File: src/hdl/bma_pkg.sv
// ----------------------------------------------------------------------------
// Behavior motor arbiter package
// Sizes, configuration register indexes, sequencer states and the sign
// helpers shared by the arbiter.
// ----------------------------------------------------------------------------
package bma_pkg;

    localparam int NUM_SLOTS  = 8;
    localparam int VEL_W      = 16;
    localparam int SLOT_W     = $clog2(NUM_SLOTS);
    localparam int IN_SLOT_W  = 3;
    localparam int LIST_LEN   = 8;
    localparam int ENTRY_W    = 3;
    localparam int LIST_W     = LIST_LEN * ENTRY_W;
    localparam int LIST_IDX_W = $clog2(LIST_LEN);
    localparam int CNT_W      = $clog2(LIST_LEN + 1);
    localparam int GAIN_W     = 8;
    localparam int LIMIT_W    = 15;
    localparam int CFG_IDX_W  = 2;
    localparam int CFG_W      = 24;
    localparam int DIFF_W     = VEL_W + 1;
    localparam int PROD_W     = DIFF_W + GAIN_W + 1;
    localparam int REC_W      = 2 * VEL_W + 1;

    localparam logic [GAIN_W-1:0]  GAIN_RESET  = GAIN_W'(16);
    localparam logic [LIMIT_W-1:0] LIMIT_RESET = LIMIT_W'(255);

    typedef enum logic [CFG_IDX_W-1:0] {
        CFG_DRIVE_MODE = 2'd0,
        CFG_PRIORITY   = 2'd1,
        CFG_GAIN       = 2'd2,
        CFG_LIMIT      = 2'd3
    } t_cfg_index;

    typedef enum logic [6:0] {
        ST_IDLE  = 7'b0000001,
        ST_SCAN  = 7'b0000010,
        ST_FETCH = 7'b0000100,
        ST_LOAD  = 7'b0001000,
        ST_GUARD = 7'b0010000,
        ST_PROD  = 7'b0100000,
        ST_DONE  = 7'b1000000
    } t_state;

    typedef logic signed [1:0]       t_sign;
    typedef logic signed [VEL_W-1:0] t_vel;

    function automatic t_sign sign_of(input t_vel v);
        t_sign s;
        if (v == '0) begin
            s = 2'sd0;
        end else if (v[VEL_W-1]) begin
            s = -2'sd1;
        end else begin
            s = 2'sd1;
        end
        return s;
    endfunction

    // A velocity whose sign is opposite to the last one is held at zero.
    function automatic t_vel flip_guard(input t_sign last, input t_vel v);
        logic signed [2:0] sum;
        t_sign             s;
        s   = sign_of(v);
        sum = {last[1], last} + {s[1], s};
        return (sum == 3'sd0) ? '0 : v;
    endfunction

endpackage

File: src/hdl/bma_ram.sv
// ----------------------------------------------------------------------------
// Generic RAM
// One write port and one read port with registered read data.
// ----------------------------------------------------------------------------
module bma_ram #(
    parameter int WIDTH = 8,
    parameter int DEPTH = 8
) (
    input  logic                     i_clk,
    input  logic                     i_we,
    input  logic [$clog2(DEPTH)-1:0] i_waddr,
    input  logic [WIDTH-1:0]         i_wdata,
    input  logic [$clog2(DEPTH)-1:0] i_raddr,
    output logic [WIDTH-1:0]         o_rdata
);

    logic [WIDTH-1:0] r_mem [DEPTH];
    logic [WIDTH-1:0] r_rdata;

    always_ff @(posedge i_clk) begin
        if (i_we) begin
            r_mem[i_waddr] <= i_wdata;
        end
        r_rdata <= r_mem[i_raddr];
    end

    assign o_rdata = r_rdata;

endmodule

File: src/hdl/behavior_motor_arbiter.sv
// ----------------------------------------------------------------------------
// Behavior motor arbiter
// Stores behavior requests in a slot memory and, on each tick, picks the
// winning slot from the priority list and produces the motor command.
// ----------------------------------------------------------------------------
// Requests are written to slot memory in their transfer cycle, one per cycle if idle.
// A tick's result comes from the scan, which reads one priority entry per cycle
// (skipped on a halt), then the sign guard, the steer product and the clip.
// The next item is taken the cycle after the result register is loaded.
// Reset is synchronous and clears the slot valid bits, the sign state and the
// configuration registers at once; no clearing pass is needed.
module behavior_motor_arbiter
    import bma_pkg::*;
(
    input  logic                        i_clk,
    input  logic                        i_rst_n,

    input  logic                        i_cfg_we,
    input  logic [CFG_IDX_W-1:0]        i_cfg_index,
    input  logic [CFG_W-1:0]            i_cfg_data,

    input  logic                        i_in_valid,
    output logic                        o_in_stall,
    input  logic                        i_operation,
    input  logic [IN_SLOT_W-1:0]        i_slot,
    input  logic signed [VEL_W-1:0]     i_left_request,
    input  logic signed [VEL_W-1:0]     i_right_request,
    input  logic                        i_wants_control,
    input  logic                        i_halt,
    input  logic                        i_battery_ok,

    output logic                        o_out_valid,
    input  logic                        i_out_stall,
    output logic [ENTRY_W-1:0]          o_winner,
    output logic signed [VEL_W-1:0]     o_motor_a,
    output logic signed [VEL_W-1:0]     o_motor_b
);

    t_state                  r_state;
    logic                    r_mode;
    logic [LIST_W-1:0]       r_prio;
    logic [GAIN_W-1:0]       r_gain;
    logic [LIMIT_W-1:0]      r_limit;
    logic [NUM_SLOTS-1:0]    r_valid;
    logic                    r_rd_vld;
    logic [CNT_W-1:0]        r_idx;
    logic                    r_pend;
    logic                    r_pend_ok;
    logic [ENTRY_W-1:0]      r_pend_slot;
    logic                    r_halt;
    logic                    r_bat;
    logic [ENTRY_W-1:0]      r_win;
    t_vel                    r_l;
    t_vel                    r_r;
    t_sign                   r_lsign;
    t_sign                   r_rsign;
    t_vel                    r_mag;
    logic signed [PROD_W-1:0] r_prod;
    logic                    r_out_valid;
    logic [ENTRY_W-1:0]      r_out_winner;
    t_vel                    r_out_a;
    t_vel                    r_out_b;

    logic                    in_xfer;
    logic                    out_xfer;
    logic                    req_we;
    logic [SLOT_W-1:0]       raddr;
    logic [REC_W-1:0]        rdata;
    logic [ENTRY_W-1:0]      entry;
    logic                    entry_ok;
    logic                    hit;
    logic                    out_write;
    t_vel                    rd_l;
    t_vel                    rd_r;
    t_vel                    n_l;
    t_vel                    n_r;
    logic signed [DIFF_W-1:0] diff;
    logic signed [DIFF_W-1:0] abs_l;
    logic signed [DIFF_W-1:0] abs_r;
    logic signed [PROD_W-1:0] n_prod;
    logic signed [PROD_W-1:0] steer;
    logic signed [PROD_W-1:0] lim;
    logic signed [PROD_W-1:0] clipped;
    t_sign                   mag_sign;
    t_vel                    n_out_a;
    t_vel                    n_out_b;

    assign o_in_stall  = (r_state != ST_IDLE);
    assign in_xfer     = i_in_valid && !o_in_stall;
    assign out_xfer    = r_out_valid && !i_out_stall;
    assign req_we      = in_xfer && !i_operation && (int'(i_slot) < NUM_SLOTS);

    assign entry    = r_prio[r_idx[LIST_IDX_W-1:0]*ENTRY_W +: ENTRY_W];
    assign entry_ok = (int'(entry) < NUM_SLOTS);
    assign raddr    = (r_state == ST_SCAN) ? SLOT_W'(entry) : '0;

    bma_ram #(
        .WIDTH (REC_W),
        .DEPTH (NUM_SLOTS)
    ) u_slot_ram (
        .i_clk   (i_clk),
        .i_we    (req_we),
        .i_waddr (SLOT_W'(i_slot)),
        .i_wdata ({i_wants_control, i_left_request, i_right_request}),
        .i_raddr (raddr),
        .o_rdata (rdata)
    );

    // Slots never written read as zero velocities that do not want control.
    assign rd_l = r_rd_vld ? t_vel'(rdata[2*VEL_W-1:VEL_W]) : '0;
    assign rd_r = r_rd_vld ? t_vel'(rdata[VEL_W-1:0]) : '0;
    assign hit  = r_pend && r_pend_ok && r_rd_vld && rdata[REC_W-1];

    assign n_l = flip_guard(r_lsign, r_l);
    assign n_r = flip_guard(r_rsign, r_r);

    assign diff   = {r_r[VEL_W-1], r_r} - {r_l[VEL_W-1], r_l};
    assign abs_l  = r_l[VEL_W-1] ? -{r_l[VEL_W-1], r_l} : {r_l[VEL_W-1], r_l};
    assign abs_r  = r_r[VEL_W-1] ? -{r_r[VEL_W-1], r_r} : {r_r[VEL_W-1], r_r};
    assign n_prod = diff * $signed({1'b0, r_gain});

    always_comb begin
        mag_sign = sign_of(r_mag);
        lim      = PROD_W'($signed({1'b0, r_limit}));
        if (mag_sign == 2'sd1) begin
            steer = r_prod;
        end else if (mag_sign == -2'sd1) begin
            steer = -r_prod;
        end else begin
            steer = '0;
        end
        if (steer > lim) begin
            clipped = lim;
        end else if (steer < -lim) begin
            clipped = -lim;
        end else begin
            clipped = steer;
        end
        if (!r_bat) begin
            n_out_a = '0;
            n_out_b = '0;
        end else if (r_mode) begin
            n_out_a = r_mag;
            n_out_b = VEL_W'(clipped);
        end else begin
            n_out_a = r_l;
            n_out_b = r_r;
        end
    end

    assign out_write = (r_state == ST_DONE) && (!r_out_valid || !i_out_stall);

    // Configuration registers.
    always_ff @(posedge i_clk) begin
        if (!i_rst_n) begin
            r_mode  <= 1'b0;
            r_prio  <= '0;
            r_gain  <= GAIN_RESET;
            r_limit <= LIMIT_RESET;
        end else if (i_cfg_we) begin
            unique case (t_cfg_index'(i_cfg_index))
                CFG_DRIVE_MODE: r_mode  <= i_cfg_data[0];
                CFG_PRIORITY:   r_prio  <= i_cfg_data[LIST_W-1:0];
                CFG_GAIN:       r_gain  <= i_cfg_data[GAIN_W-1:0];
                CFG_LIMIT:      r_limit <= i_cfg_data[LIMIT_W-1:0];
            endcase
        end
    end

    // Sequencer and control state.
    always_ff @(posedge i_clk) begin
        if (!i_rst_n) begin
            r_state     <= ST_IDLE;
            r_valid     <= '0;
            r_lsign     <= 2'sd0;
            r_rsign     <= 2'sd0;
            r_out_valid <= 1'b0;
            r_pend      <= 1'b0;
            r_idx       <= '0;
        end else begin
            if (req_we) begin
                r_valid[SLOT_W'(i_slot)] <= 1'b1;
            end
            if (out_write) begin
                r_out_valid <= 1'b1;
            end else if (out_xfer) begin
                r_out_valid <= 1'b0;
            end
            unique case (r_state)
                ST_IDLE: begin
                    if (in_xfer && i_operation) begin
                        r_idx   <= '0;
                        r_pend  <= 1'b0;
                        r_state <= i_halt ? ST_FETCH : ST_SCAN;
                    end
                end
                ST_SCAN: begin
                    // Each cycle checks the entry read last cycle and reads the next.
                    if (hit) begin
                        r_state <= ST_GUARD;
                    end else if (r_idx == CNT_W'(LIST_LEN)) begin
                        r_state <= ST_FETCH;
                    end else begin
                        r_pend <= 1'b1;
                        r_idx  <= r_idx + 1'b1;
                    end
                end
                ST_FETCH: r_state <= ST_LOAD;
                ST_LOAD:  r_state <= ST_GUARD;
                ST_GUARD: begin
                    r_lsign <= sign_of(n_l);
                    r_rsign <= sign_of(n_r);
                    r_state <= ST_PROD;
                end
                ST_PROD: r_state <= ST_DONE;
                ST_DONE: begin
                    if (out_write) begin
                        r_state <= ST_IDLE;
                    end
                end
                default: r_state <= ST_IDLE;
            endcase
        end
    end

    // Datapath registers.
    always_ff @(posedge i_clk) begin
        r_rd_vld <= r_valid[raddr];
        if (in_xfer) begin
            r_halt <= i_halt;
            r_bat  <= i_battery_ok;
        end
        if (r_state == ST_SCAN) begin
            r_pend_slot <= entry;
            r_pend_ok   <= entry_ok;
            if (hit) begin
                r_win <= r_pend_slot;
                r_l   <= rd_l;
                r_r   <= rd_r;
            end
        end
        if (r_state == ST_LOAD) begin
            r_win <= '0;
            r_l   <= rd_l;
            r_r   <= rd_r;
        end
        if (r_state == ST_GUARD) begin
            r_l <= n_l;
            r_r <= n_r;
        end
        if (r_state == ST_PROD) begin
            r_prod <= n_prod;
            r_mag  <= (abs_r > abs_l) ? r_r : r_l;
        end
        if (out_write) begin
            r_out_winner <= r_win;
            r_out_a      <= n_out_a;
            r_out_b      <= n_out_b;
        end
    end

    assign o_out_valid = r_out_valid;
    assign o_winner    = r_out_winner;
    assign o_motor_a   = r_out_a;
    assign o_motor_b   = r_out_b;

    // A halted tick always reports the default slot.
    a_halt_winner: assert property (@(posedge i_clk) disable iff (!i_rst_n)
        (out_write && r_halt) |=> (o_winner == '0))
        else $error("halted tick did not report slot 0");

    // A low battery gives a zero command on both motors.
    a_battery_zero: assert property (@(posedge i_clk) disable iff (!i_rst_n)
        (out_write && !r_bat) |=> (o_motor_a == '0 && o_motor_b == '0))
        else $error("low battery command is not zero");

    // The stored last signs are always -1, 0 or +1.
    a_sign_range: assert property (@(posedge i_clk) disable iff (!i_rst_n)
        (r_lsign != -2'sd2) && (r_rsign != -2'sd2))
        else $error("last sign state out of range");

    // A scan hit only comes from a slot that has been written.
    a_hit_valid: assert property (@(posedge i_clk) disable iff (!i_rst_n)
        (r_state == ST_SCAN && hit) |-> r_valid[SLOT_W'(r_pend_slot)])
        else $error("scan hit on an unwritten slot");

endmodule
File: config.mk
export PLATFORM = sky130hd
export DESIGN_NAME = behavior_motor_arbiter
export DESIGN_NICKNAME = d
export VERILOG_FILES = /design/src/hdl/bma_pkg.sv /design/src/hdl/bma_ram.sv /design/src/hdl/behavior_motor_arbiter.sv
export SDC_FILE = /design/constraint.sdc
export NUM_CORES = 1
export LEC_CHECK = 0
export BUFFER_PORTS_ARGS = -buffer_cell sky130_fd_sc_hd__buf_2
export CAP_MARGIN = 20
export CORE_AREA = 2 2 221 223
export DETAILED_ROUTE_END_ITERATION = 16
export DIE_AREA = 0 0 223 225
export PLACE_DENSITY = 0.86
export SLEW_MARGIN = 20
export SYNTH_ARGS = -nofsm -noshare
export SYNTH_HDL_FRONTEND = slang
export SYNTH_HIERARCHICAL = 1
export SYNTH_SLANG_ARGS = --single-unit
File: constraint.sdc
create_clock -name i_clk -period 22.3 [get_ports i_clk]
set_input_delay 1.115 -clock i_clk [delete_from_list [all_inputs] [get_ports i_clk]]
set_output_delay 1.115 -clock i_clk [all_outputs]
set_load 0.1 [all_outputs]
Word-level counts from Yosys, hierarchy flattened
Memory sizes are Yosys's and may differ from the RTL's. A register that Yosys moved wholly into a read port is not among the register bits.
Index checks and enable logic that the tools add are counted.
- bits in writable memories: 264
- output and inout port bits: 37
- bits in registers: 190
- memories: 1
- memories (name ; words ; width ; rd ports ; clocked after Yosys merged registers in ; write ports ; RTL line ; source):
    u_slot_ram.r_mem ; 8 ; 33 ; 1 ; 1 ; 1 ; bma_ram.sv:17 ; logic [WIDTH-1:0] r_mem [DEPTH];
- shift operators: 1
- reductions and logical operators: 33
- $lt $le $gt $ge: 6
- add/subtract/negate cells: 8
- eq/ne operators: 19
- multiplexer cells: 54
- bitwise logic cells: 1
- multiply operators: 2
- operators with widths (cell ; count):
    $mux 16 ; 17
    $logic_not 16->1 ; 5
    $mux 26 ; 2
    $pmux 7 s7 ; 1
    $mux 17 ; 2
    $neg 17->17 ; 2
    $mux 7 ; 4
    $gt 26x16->1 ; 1
    $lt 26x26->1 ; 1
    $mul 17x9->26 ; 1
    $neg 15->26 ; 1
    $neg 26->26 ; 1
    $shiftx 24x6->3 ; 1
    $mux 2 ; 10
    $gt 17x17->1 ; 1
    $sub 16x16->17 ; 1
    $mux 4 ; 3
    $reduce_and 2->1 ; 6
    $mux 1 ; 9
    $logic_and 1x1->1 ; 8
    $lt 3x4->1 const B ; 2
    $ne 2x2->1 const B ; 4
    $or 8x8->8 ; 1
    $pmux 4 s2 ; 1
    other kinds (28) ; 39

Logic depth before layout (Yosys ltp)
Gate-level depths: netlist of the first run.
- depth after elaboration: 9
- depth in mapped cells: 29
- mapped depth without buffers: 29

By module
Netlist of the first run, hierarchy kept.
- modules (own cells, without submodules) (module ; area an instance (um^2) ; instances ; sequential area each (um^2) ; cells each):
    behavior_motor_arbiter ; 17394.2 ; 1 ; 4934.7 ; 2007
    bma_ram ; 10640.2 ; 1 ; 8588.2 ; 427

Worst setup path before layout of the first run
No wires, ideal clock.
- kind: reg2reg
- start: register r_l[0]
- end: register r_prod[24], data pin
- required time: 22.038 ns
- setup time: 0.262 ns
- cell stages (with the launch flop): 29
- path buffers: 0
- slack: 15.162 ns
- data arrival time: 6.876 ns
- path through: edfxtp_1 > ha_1 > fa_1 > nor2b_1 > o21ai_0 > a21boi_0 > o21ai_0 > a21oi_1 > and2_1 > o21ai_0 > a221oi_1 > nand2_1 > fa_1 > inv_1 > fa_1 > fa_1 > inv_1 > fa_1 > inv_1 > ha_1 > a21o_1 > a21oi_1 > nand2_1 > o21a_1 > a41oi_1 > a21oi_1 > a211oi_1 > a21oi_1 > xor2_1
- cells in the longest elaborated chain, start to end: 2
- RTL lines (item ; RTL line ; source):
    from (decl) ; behavior_motor_arbiter.sv:53 ; t_vel r_l;
    from (signal assigned) ; behavior_motor_arbiter.sv:238 ; r_l <= rd_l;
    from (signal assigned) ; behavior_motor_arbiter.sv:244 ; r_l <= rd_l;
    from (signal assigned) ; behavior_motor_arbiter.sv:248 ; r_l <= n_l;
    $sub 16x16->17 ; behavior_motor_arbiter.sv:117 ; assign diff = {r_r[VEL_W-1], r_r} - {r_l[VEL_W-1], r_l};
    $mul 17x9->26 ; behavior_motor_arbiter.sv:120 ; assign n_prod = diff * $signed({1'b0, r_gain});
    via n_prod[24] ; behavior_motor_arbiter.sv:80 ; logic signed [PROD_W-1:0] n_prod;
    to (signal assigned) ; behavior_motor_arbiter.sv:252 ; r_prod <= n_prod;
    to (decl) ; behavior_motor_arbiter.sv:58 ; logic signed [PROD_W-1:0] r_prod;
The timed path passes the listed nets, and every way through them passes these cells.
A chain may end at the register's enable or synchronous reset.

Final worst setup path of the first run
Ends and elaborated chain as after synthesis.

==> results of run 1 <==
==> flip-flops by register name (all words and copies together), names as in the netlist, 4 cells and up <==
register and count:
u_slot_ram/r_mem 264, u_slot_ram/o_rdata 33, r_prod 26, r_prio 24, o_motor_a 16, o_motor_b 16
r_l 16, r_mag 16, r_r 16, r_limit 15, r_gain 8, r_valid 8
r_state 7, r_idx 4
==> stage by stage <==
stage | util, % | cells
2_1_floorplan | - | 2434
3_3_place_gp | 61.21 | 3058
3_5_place_dp | 61.21 | 3058
4_1_cts | 64.69 | 3150
5_1_grt | 64.76 | 3151
6_report | 64.76 | 3151
==> cell usage in the layout, fill, tap and decap left out, types with 40 or more instances in the layout <==
cell and count:
sky130_fd_sc_hd__edfxtp_1 377, sky130_fd_sc_hd__nand2_1 311, sky130_fd_sc_hd__inv_1 231, sky130_fd_sc_hd__ha_1 132, sky130_fd_sc_hd__nor2_1 116, sky130_fd_sc_hd__fa_1 114, sky130_fd_sc_hd__dfxtp_1 109, sky130_fd_sc_hd__buf_2 106
sky130_fd_sc_hd__o21ai_0 73, sky130_fd_sc_hd__xnor2_1 68, sky130_fd_sc_hd__mux4_2 66, sky130_fd_sc_hd__nand3_1 63, sky130_fd_sc_hd__and2_1 63, sky130_fd_sc_hd__clkbuf_16 50, sky130_fd_sc_hd__nor3_1 48, sky130_fd_sc_hd__a21boi_0 45
sky130_fd_sc_hd__a21oi_1 44, sky130_fd_sc_hd__mux2_2 40
==> kinds of logic after synthesis <==
| family | count (synthesis) | synth area share [%] |
|---|---|---|
| XOR/XNOR | 87 | 2.718 |
| adder cells (fa/ha/maj) | 246 | 14.03 |
| AND/OR/NAND/NOR | 772 | 13.13 |
| flip-flops | 487 | 48.24 |
| multiplexers | 146 | 8.685 |
| other | 2 | 0.02679 |
| buffers and inverters | 355 | 4.967 |
| AO/OA/AOI/OAI | 339 | 8.208 |
==> where the power goes <==
| group | total, W | switching [W] | internal (W) |
|---|---|---|---|
| logic | 0.000183 | 0.000114 | 0.0000686 |
| clock network | 0.000851 | 0.000360 | 0.000491 |
| registers | 0.00101 | 0.0000115 | 0.000996 |
| total | 0.00204 | 0.000486 | 0.00155 |
==> area by class of cell <==
type | instances | area share [%]
inverter | 232 | 2.828
tap | 615 | 2.499
multi-input combinational | 1592 | 42.93
clock inverter | 27 | 1.089
sequential | 487 | 43.93
clock buffer | 65 | 4.279
timing repair buffer | 133 | 2.446
==> path summary, 6_finish.rpt <==
check | slack, ns | cells past startpoint | end
max | 13.81 | 28 | r_prod[24]$_DFFE_PP_
min | 0.42 | 0 | o_winner[2]$_DFFE_PP_
max reg2reg | 13.81 | 28 | r_prod[24]$_DFFE_PP_
min reg2reg | 0.42 | 0 | o_winner[2]$_DFFE_PP_
==> worst register-to-register path: cells and delay by family, from the launching register on <==
family / cells / cell delay [ns]
xor gates and xnor gates: 1 / 0.18
adders and majority gates: 7 / 3.17
buffers and inverters: 3 / 0.17
AOI/OAI and AO/OA: 14 / 3.62
and+or+nand+nor: 3 / 0.56
DFF: 1 / 0.53
==> per-layer routing <==
metal	GRT usage (%)	wire [um]
met2	48.65	35110
met4	15.00	3643
met3	5.176	5484
met1	36.46	27920
met5	0	12
==> flow_summary.json, run 1 <==
{
  "setup_violations": 0,
  "synth_largest_type_area_fraction_pct": 40.38,
  "setup_tns_ns": 0,
  "first_iter_violations": 2027,
  "slowest_stage": "sky130_fd_sc_hd__a221oi_1",
  "netlist.top_cell.by_area": "sky130_fd_sc_hd__edfxtp_1",
  "starting_utilization_of_the_core_area_pct": 58.96,
  "unrepaired_setup_endpoints_after_global_routing": "no",
  "power.total_w": 0.002041,
  "required_ns": 22.64,
  "timing.critical_path.fanout_max": 8,
  "worst_setup_path_start_kind": "register",
  "pin_count": 107,
  "leading_post_synthesis_cells_by_cell_area": "sky130_fd_sc_hd__edfxtp_1 40%, sky130_fd_sc_hd__fa_1 8.1%, sky130_fd_sc_hd__dfxtp_1 7.9%",
  "postSynthCellCount": 2434,
  "final_cycle_share_pct": 38.05,
  "clock-root-buffer": "sky130_fd_sc_hd__clkbuf_16",
  "grt-ovfl-total": 0,
  "yosys_most_used_dff": "sky130_fd_sc_hd__edfxtp_1",
  "yosysSeqAreaShare_pct": 48.24,
  "final-hold-violation-count": 0,
  "cts-root-to-sink-buffers": 3,
  "finalWirelength_um": 72180,
  "place_congestion": 0.9232,
  "power_density_nw_per_um2": 66.28,
  "synth_async_sr_flop_share_pct": 0,
  "power_leakage_nw": 11.97,
  "timing.critical_path.slowest_cell_delay_ns": 0.89,
  "core_region_area_sq_um": 47550,
  "antenna_violation_net_count_after_detailed_routing": 0,
  "placement.io_buffers": 106,
  "final_nets": 2811,
  "postLayoutSetupSlackWorst_ns": 13.81,
  "cp-end-kind": "register",
  "mean_area_per_synthesized_cell_sq_um": 11.52,
  "timing.final.max_slew_violations": 0,
  "status": "finished, final reports clean",
  "final_layout_size_suffix_gt1_share_pct": 13.60,
  "syn-cell-area_sq_um": 28030,
  "route.detailed.vias_per_inst": 6.210,
  "holdBufCountCts": 0,
  "wire_per_inst_um": 22.91,
  "worst-path-buf-inv": 3,
  "grt_pass1_wl_um": 112200,
  "cts.reportedPaths.clkPinSlew_ns": 0.06,
  "synth.distinct_cells": 68,
  "cap_viol_max_count": 0,
  "layout.area.seq_sq_um": 13520,
  "die-height_um": 225,
  "floorplan.rows": 80,
  "clock_latency_ns": 0.61,
  "multi_input_comb_area_sq_um": 13220,
  "antenna_violations_before_repair": 1,
  "pre_cts_slack_ns": 14.13,
  "worst-setup-path-type": "reg -> reg",
  "cts_resizes": 0,
  "cts_tree": "built",
  "antenna_cells_inserted": 0,
  "detailed_place_hpwl_um": 48250,
  "max_freq_ghz": 0.1178,
  "cts.repair_timing.setup_buffer_count": 0,
  "die_width_um": 223,
  "reg2reg_from": "r_l[0]$_DFFE_PP_",
  "grt_max_degree": 70,
  "max_slew_margin_pct": 29.90,
  "ctsHtreeMaxLevel": 2,
  "area_overhead_vs_synth_pct": 9.823,
  "grt_util_all_layers_pct": 29.05,
  "sink_count": 487,
  "dr_vias": 19570,
  "syn-num-nets": 2750,
  "cts_buffers": 49,
  "num-fill-cells": 3353,
  "fin_crit_ns": 8.485,
  "finClkSkew_ns": 0.02314,
  "layout.cell_area.non_filler_sq_um": 30790,
  "worstHoldPathType": "reg -> reg",
  "holdCritStartpoint": "r_win[2]$_SDFFE_PP0P_",
  "crit_path_top_cell_by_count": "sky130_fd_sc_hd__fa_1",
  "yosys_warnings": 6,
  "dieArea_sq_um": 50180,
  "via_count_of_the_first_global_routing_pass": 19950,
  "firstDrtPassIters": 6,
  "yosys_register_bits": 487,
  "worst_slew_pin_slew_ns": 1.052,
  "remaining_drc_errors": 0,
  "worst_path_dominant_cell_family": "compound AO/OA/AOI/OAI gates",
  "yosys.cell_count.top_type": "sky130_fd_sc_hd__edfxtp_1",
  "number_of_enable_type_register_cells_in_the_synthesized_netlist": 377,
  "critical_path.startpoint": "r_l[0]$_DFFE_PP_",
  "post_dp_cell_area_sq_um": 29100,
  "arrival_ns": 8.82,
  "irDropWorstVdd_mv": 0.07897,
  "synth.cells.most_frequent": "377 x sky130_fd_sc_hd__edfxtp_1, 311 x sky130_fd_sc_hd__nand2_1, 231 x sky130_fd_sc_hd__inv_1",
  "whs_ns": 0.4223
}
(Power assumes the default switching activity.)
==> run 2, diff against run 1 <==
Clock period 22.3 ns to 8.9 ns, I/O delays scaled along.
==> run 2 against run 1 <==
Hold slack worse by 0.40 ns. Fmax grew 8.0%. Count of clock-buffer cells in the layout fell by 1. Die area is the same. Final area is 0.50% higher. Critical path type unchanged. Critical endpoint unchanged. Highest routed layer is now met4.
==> flow_summary.json, run 2 (synthesis gave the netlist of run 1 again) <==
{
  "remaining_drc_errors": 0,
  "max_freq_ghz": 0.1273,
  "worst_setup_path_start_kind": "register",
  "via_count_of_the_first_global_routing_pass": 19830,
  "setup_tns_ns": 0,
  "area_overhead_vs_synth_pct": 10.37,
  "timing.critical_path.fanout_max": 9,
  "floorplan.rows": 80,
  "cp-end-kind": "register",
  "final_layout_size_suffix_gt1_share_pct": 13.94,
  "p_int_w": 0.003983,
  "cts_tree": "built",
  "timing.final.max_slew_violations": 0,
  "power_density_nw_per_um2": 168.9,
  "worstHoldPathType": "in -> reg",
  "wire_per_inst_um": 22.85,
  "seq_power_share_pct": 48.3,
  "place_congestion": 0.9894,
  "layout_common_cells": "377 x sky130_fd_sc_hd__edfxtp_1, 311 x sky130_fd_sc_hd__nand2_1, 231 x sky130_fd_sc_hd__inv_1",
  "total_switching_power_w": 0.001243,
  "cts.repair_timing.setup_buffer_count": 0,
  "timing.critical_path.slowest_cell_delay_ns": 0.64,
  "postLayoutSetupSlackWorst_ns": 1.043,
  "holdCritStartpoint": "i_battery_ok",
  "critical_path.startpoint": "r_r[2]$_DFFE_PP_",
  "max_slew_margin_pct": 29.88,
  "finClkSkew_ns": 0.03800,
  "die-height_um": 225,
  "mostFrequentLayoutCell": "sky130_fd_sc_hd__edfxtp_1",
  "p_clk_share_pct": 42.9,
  "finalWirelength_um": 72090,
  "power_leakage_nw": 12.03,
  "pre_cts_slack_ns": 1.117,
  "post_dp_cell_area_sq_um": 29100,
  "grt_max_degree": 70,
  "worst_path_dominant_cell_family": "compound AO/OA/AOI/OAI gates",
  "final-hold-violation-count": 0,
  "ctsHtreeMaxLevel": 2,
  "grt-ovfl-total": 0,
  "firstDrtPassIters": 6,
  "dr_vias": 19640,
  "worst_slew_pin_slew_ns": 1.052,
  "slowest_stage": "sky130_fd_sc_hd__edfxtp_1",
  "whs_ns": 0.02110,
  "layout.cell_area.non_filler_sq_um": 30940,
  "clock-root-buffer": "sky130_fd_sc_hd__clkbuf_16",
  "netSwitchingFraction_pct": 23.78,
  "reg2reg_from": "r_r[2]$_DFFE_PP_",
  "route.detailed.vias_per_inst": 6.225,
  "cap_viol_max_count": 0,
  "top_register": "u_slot_ram/r_mem",
  "dieArea_sq_um": 50180,
  "antenna_violation_net_count_after_detailed_routing": 0,
  "placement.io_buffers": 106,
  "starting_utilization_of_the_core_area_pct": 58.96,
  "holdBufCountCts": 0,
  "antenna_violations_before_repair": 1,
  "core_region_area_sq_um": 47550,
  "die_width_um": 223,
  "sink_count": 487,
  "cts.reportedPaths.clkPinSlew_ns": 0.07,
  "grt_pass1_wl_um": 111600,
  "final_cycle_share_pct": 88.28,
  "cts-root-to-sink-buffers": 3,
  "final_nets": 2813,
  "pin_count": 107,
  "irDropWorstVdd_mv": 0.2644,
  "fin_crit_ns": 7.857,
  "status": "finished, final reports clean",
  "largest_register_ffs": 264,
  "unrepaired_setup_endpoints_after_global_routing": "no",
  "clock_latency_ns": 0.63,
  "grt_util_all_layers_pct": 28.93,
  "final_design_utilization_pct": 65.08,
  "detailed_place_hpwl_um": 48290,
  "setup_violations": 0,
  "cts_resizes": 0,
  "worst-path-buf-inv": 3,
  "first_iter_violations": 2082,
  "arrival_ns": 8.21,
  "worst-setup-path-type": "reg -> reg",
  "pwr-share-comb_pct": 8.8,
  "cts_buffers": 50,
  "required_ns": 9.25
}
-- run 2: area by class of cell --
| class | instances | area, sq um |
|---|---|---|
| tap | 615 | 769.5 |
| antenna | 1 | 2.502 |
| timing repair buffer | 134 | 774.5 |
| inverter | 232 | 870.8 |
| clock inverter | 30 | 406.6 |
| multi-input combinational | 1592 | 13220 |
| sequential | 487 | 13520 |
| fill | 3303 | 16600 |
| clock buffer | 64 | 1376 |
-- run 2: power by group through the flow --
stage,registers (W),clock network (W),logic (W)
2_1_floorplan,0.00256,0,0.000327
3_3_place_gp,0.00257,0,0.000426
3_5_place_dp,0.00257,0,0.000448
4_1_cts,0.00252,0.00227,0.000454
5_1_grt,0.00252,0.00235,0.000513
6_report,0.00252,0.00224,0.000461
-- run 2: stage by stage --
step	cells	total power, W
after CTS	3152	0.005245
final	3155	0.005226
after floorplan	2434	0.002882
after detailed placement	3058	0.003017
after global routing	3155	0.005389
after global placement	3058	0.002991
-- run 2: final timing paths --
kind / end / slack [ns] / depth (start not counted)
min reg2reg: o_winner[0]$_DFFE_PP_ / 0.43 / 0
max: r_prod[24]$_DFFE_PP_ / 1.04 / 25
max reg2reg: r_prod[24]$_DFFE_PP_ / 1.04 / 25
min: r_bat$_DFFE_PP_ / 0.02 / 1
-- run 2: metal layers --
metal | up-vias | part of all wire (%) | track usage [%]
met2 | 1008 | 49 | 48.90
li1 | 8742 | - | -
met3 | 191 | 8.2 | 4.420
met4 | 0 | 4.3 | 13.21
met1 | 9698 | 39 | 37.14
met5 | - | 0 | 0
==> run 3, diff against run 2 <==
Clock period 8.9 ns to 7.5 ns, I/O delays scaled along.
==> run 3 against run 2 <==
Fmax is 9.6% higher. Critical path depth grew 1. Clock skew down 0.0060 ns. Combinational power up 18%. Wire length decreased by 2.4%. Worst setup slack worse by 0.71 ns. Largest power group unchanged. Die area did not move. Critical path type unchanged. Hold slack improved by 0.0011 ns.
==> flow_summary.json, run 3 (synthesis gave the netlist of run 1 again) <==
{
  "reg2reg_from": "r_r[1]$_DFFE_PP_",
  "worst_setup_path_start_kind": "register",
  "layout_common_cells": "377 x sky130_fd_sc_hd__edfxtp_1, 311 x sky130_fd_sc_hd__nand2_1, 231 x sky130_fd_sc_hd__inv_1",
  "sink_count": 487,
  "worst_slew_pin_slew_ns": 1.102,
  "final_cycle_share_pct": 95.58,
  "layout.cell_area.non_filler_sq_um": 30950,
  "antenna_violations_before_repair": 3,
  "worstSetupPathDepth": 26,
  "timing.hold.worst_path_depth": 3,
  "worst-path-buf-inv": 3,
  "required_ns": 7.86,
  "clock-root-buffer": "sky130_fd_sc_hd__clkbuf_16",
  "holdCritStartpoint": "i_cfg_data[20]",
  "cts.reportedPaths.clkPinSlew_ns": 0.06,
  "slowest_stage": "sky130_fd_sc_hd__fa_1",
  "ctsHtreeMaxLevel": 2,
  "mostFrequentLayoutCell": "sky130_fd_sc_hd__edfxtp_1",
  "critical_path.startpoint": "r_r[1]$_DFFE_PP_",
  "via_count_of_the_first_global_routing_pass": 19540,
  "remaining_drc_errors": 0,
  "starting_utilization_of_the_core_area_pct": 58.96,
  "final_layout_size_suffix_gt1_share_pct": 14.86,
  "area_overhead_vs_synth_pct": 10.39,
  "worstHoldPathType": "in -> reg",
  "power_leakage_nw": 12.06,
  "timing.final.max_slew_violations": 0,
  "cap_viol_max_count": 0,
  "firstDrtPassIters": 6,
  "worst-setup-path-type": "reg -> reg",
  "floorplan.rows": 80,
  "die-height_um": 225,
  "power.total_w": 0.005885,
  "grt_max_degree": 70,
  "grt_util_all_layers_pct": 28.14,
  "r2r_cells": 26,
  "detailed_place_hpwl_um": 47930,
  "crit_path_top_cell_by_count": "sky130_fd_sc_hd__fa_1",
  "finClkSkew_ns": 0.03203,
  "finalWirelength_um": 70390,
  "dieArea_sq_um": 50180,
  "clock_latency_ns": 0.61,
  "final-hold-violation-count": 0,
  "route.detailed.vias_per_inst": 6.174,
  "pin_count": 107,
  "die_width_um": 223,
  "antenna_violation_net_count_after_detailed_routing": 0,
  "irDropWorstVdd_mv": 0.2039,
  "post_dp_cell_area_sq_um": 29270,
  "largest_register_ffs": 264,
  "dr_vias": 19610,
  "cts-root-to-sink-buffers": 3,
  "timing.critical_path.fanout_max": 8,
  "top_register": "u_slot_ram/r_mem",
  "max_freq_ghz": 0.1395,
  "wire_per_inst_um": 22.16,
  "arrival_ns": 7.53,
  "cp-end-kind": "register",
  "placement.io_buffers": 106,
  "power_density_nw_per_um2": 190.1,
  "max_slew_margin_pct": 26.53,
  "first_iter_violations": 1988,
  "setup_violations": 0,
  "cts_tree": "built",
  "timing.critical_path.slowest_cell_delay_ns": 0.59,
  "grt-ovfl-total": 0,
  "grt_pass1_wl_um": 108600,
  "place_congestion": 0.9534,
  "core_region_area_sq_um": 47550,
  "worst_path_dominant_cell_family": "adder cells",
  "status": "finished, final reports clean",
  "cts_buffers": 48,
  "fin_crit_ns": 7.169,
  "final_nets": 2837
}
==> run 3: changes by cell type in the layout (fill, tap and decap cells not counted), sizes merged <==
cell,change
dlygate4sd3,+1
clkbuf,-1
diode,+2
bufinv,-5
inv,-2
clkinv,+1
buf,+25
==> run 3: layer usage <==
metal | up-vias | track usage [%] | routed length, um
met5 | - | 0 | 9
met4 | 2 | 15.28 | 3927
met3 | 245 | 5.763 | 6590
met2 | 1013 | 45.32 | 33180
met1 | 9530 | 36.11 | 26690
li1 | 8819 | - | -
==> run 3: report_power, final <==
part	internal (W)	switching, W
sequential	0.00296	0.0000307
clock	0.00131	0.00104
combinational	0.000206	0.000338
==> run 3: per-stage QoR <==
| step | hold WS, ns | TNS (ns) | cells | utilization [%] | setup WS [ns] |
|---|---|---|---|---|---|
| 4_1_cts | 0.002713 | 0 | 3168 | 64.79 | 0.05055 |
| 3_5_place_dp | 0.4172 | 0 | 3080 | 61.56 | 0.002475 |
| 5_1_grt | 0.02135 | -0.04110 | 3175 | 65.09 | -0.02463 |
| 2_1_floorplan | 0.4019 | 0 | 2434 | - | 0.3617 |
| 6_report | 0.02224 | 0 | 3176 | 65.09 | 0.3313 |
| 3_3_place_gp | 0.4151 | 0 | 3080 | 61.56 | 0.2123 |
==> run 3: area by class of cell <==
cell class / instances / area, sq um
inverter: 232 / 870.8
sequential: 487 / 13520
clock buffer: 63 / 1308
multi-input combinational: 1592 / 13290
antenna: 3 / 7.507
fill: 3315 / 16600
timing repair buffer: 160 / 965.9
clock inverter: 24 / 217.7
tap: 615 / 769.5
==> run 3: worst paths after layout <==
| kind | endpoint | slack, ns |
|---|---|---|
| max | r_prod[25]$_DFFE_PP_ | 0.33 |
| min | r_prio[20]$_SDFFE_PN0P_ | 0.02 |
| max reg2reg | r_prod[25]$_DFFE_PP_ | 0.33 |
| min reg2reg | o_winner[0]$_DFFE_PP_ | 0.43 |
==> run 3: worst reg2reg max path, cell delays in order, from the launching register on <==
cell                        delay [ns]
sky130_fd_sc_hd__edfxtp_1         0.47
sky130_fd_sc_hd__ha_1             0.31
sky130_fd_sc_hd__nor2b_1          0.11
sky130_fd_sc_hd__o21ai_0          0.13
sky130_fd_sc_hd__a21boi_0         0.42
sky130_fd_sc_hd__o41ai_2          0.12
sky130_fd_sc_hd__o21ai_0          0.36
sky130_fd_sc_hd__o21ai_1          0.20
sky130_fd_sc_hd__o21ai_0          0.23
sky130_fd_sc_hd__o311a_1          0.38
sky130_fd_sc_hd__nand2_1          0.13
sky130_fd_sc_hd__fa_1             0.59
sky130_fd_sc_hd__inv_1            0.06
sky130_fd_sc_hd__fa_1             0.47
sky130_fd_sc_hd__fa_1             0.50
sky130_fd_sc_hd__inv_1            0.06
sky130_fd_sc_hd__fa_1             0.52
sky130_fd_sc_hd__inv_1            0.04
sky130_fd_sc_hd__ha_1             0.40
sky130_fd_sc_hd__nand2_1          0.11
sky130_fd_sc_hd__or2_2            0.30
sky130_fd_sc_hd__o211ai_1         0.22
sky130_fd_sc_hd__nand2_1          0.11
sky130_fd_sc_hd__o2111ai_1        0.28
sky130_fd_sc_hd__a31o_2           0.21
sky130_fd_sc_hd__a21oi_1          0.08
sky130_fd_sc_hd__xnor2_1          0.13
==> run 3: timing repair <==
| action | 4_1_cts | 5_1_grt |
|---|---|---|
| setup endpoints to repair | 1 | 6 |
| pin swaps | 0 | 5 |
| setup buffers | 0 | 3 |
| hold buffers | 1 | 0 |
| endpoints found under the hold margin | 1 | 0 |
| gates resized for setup | 1 | 13 |
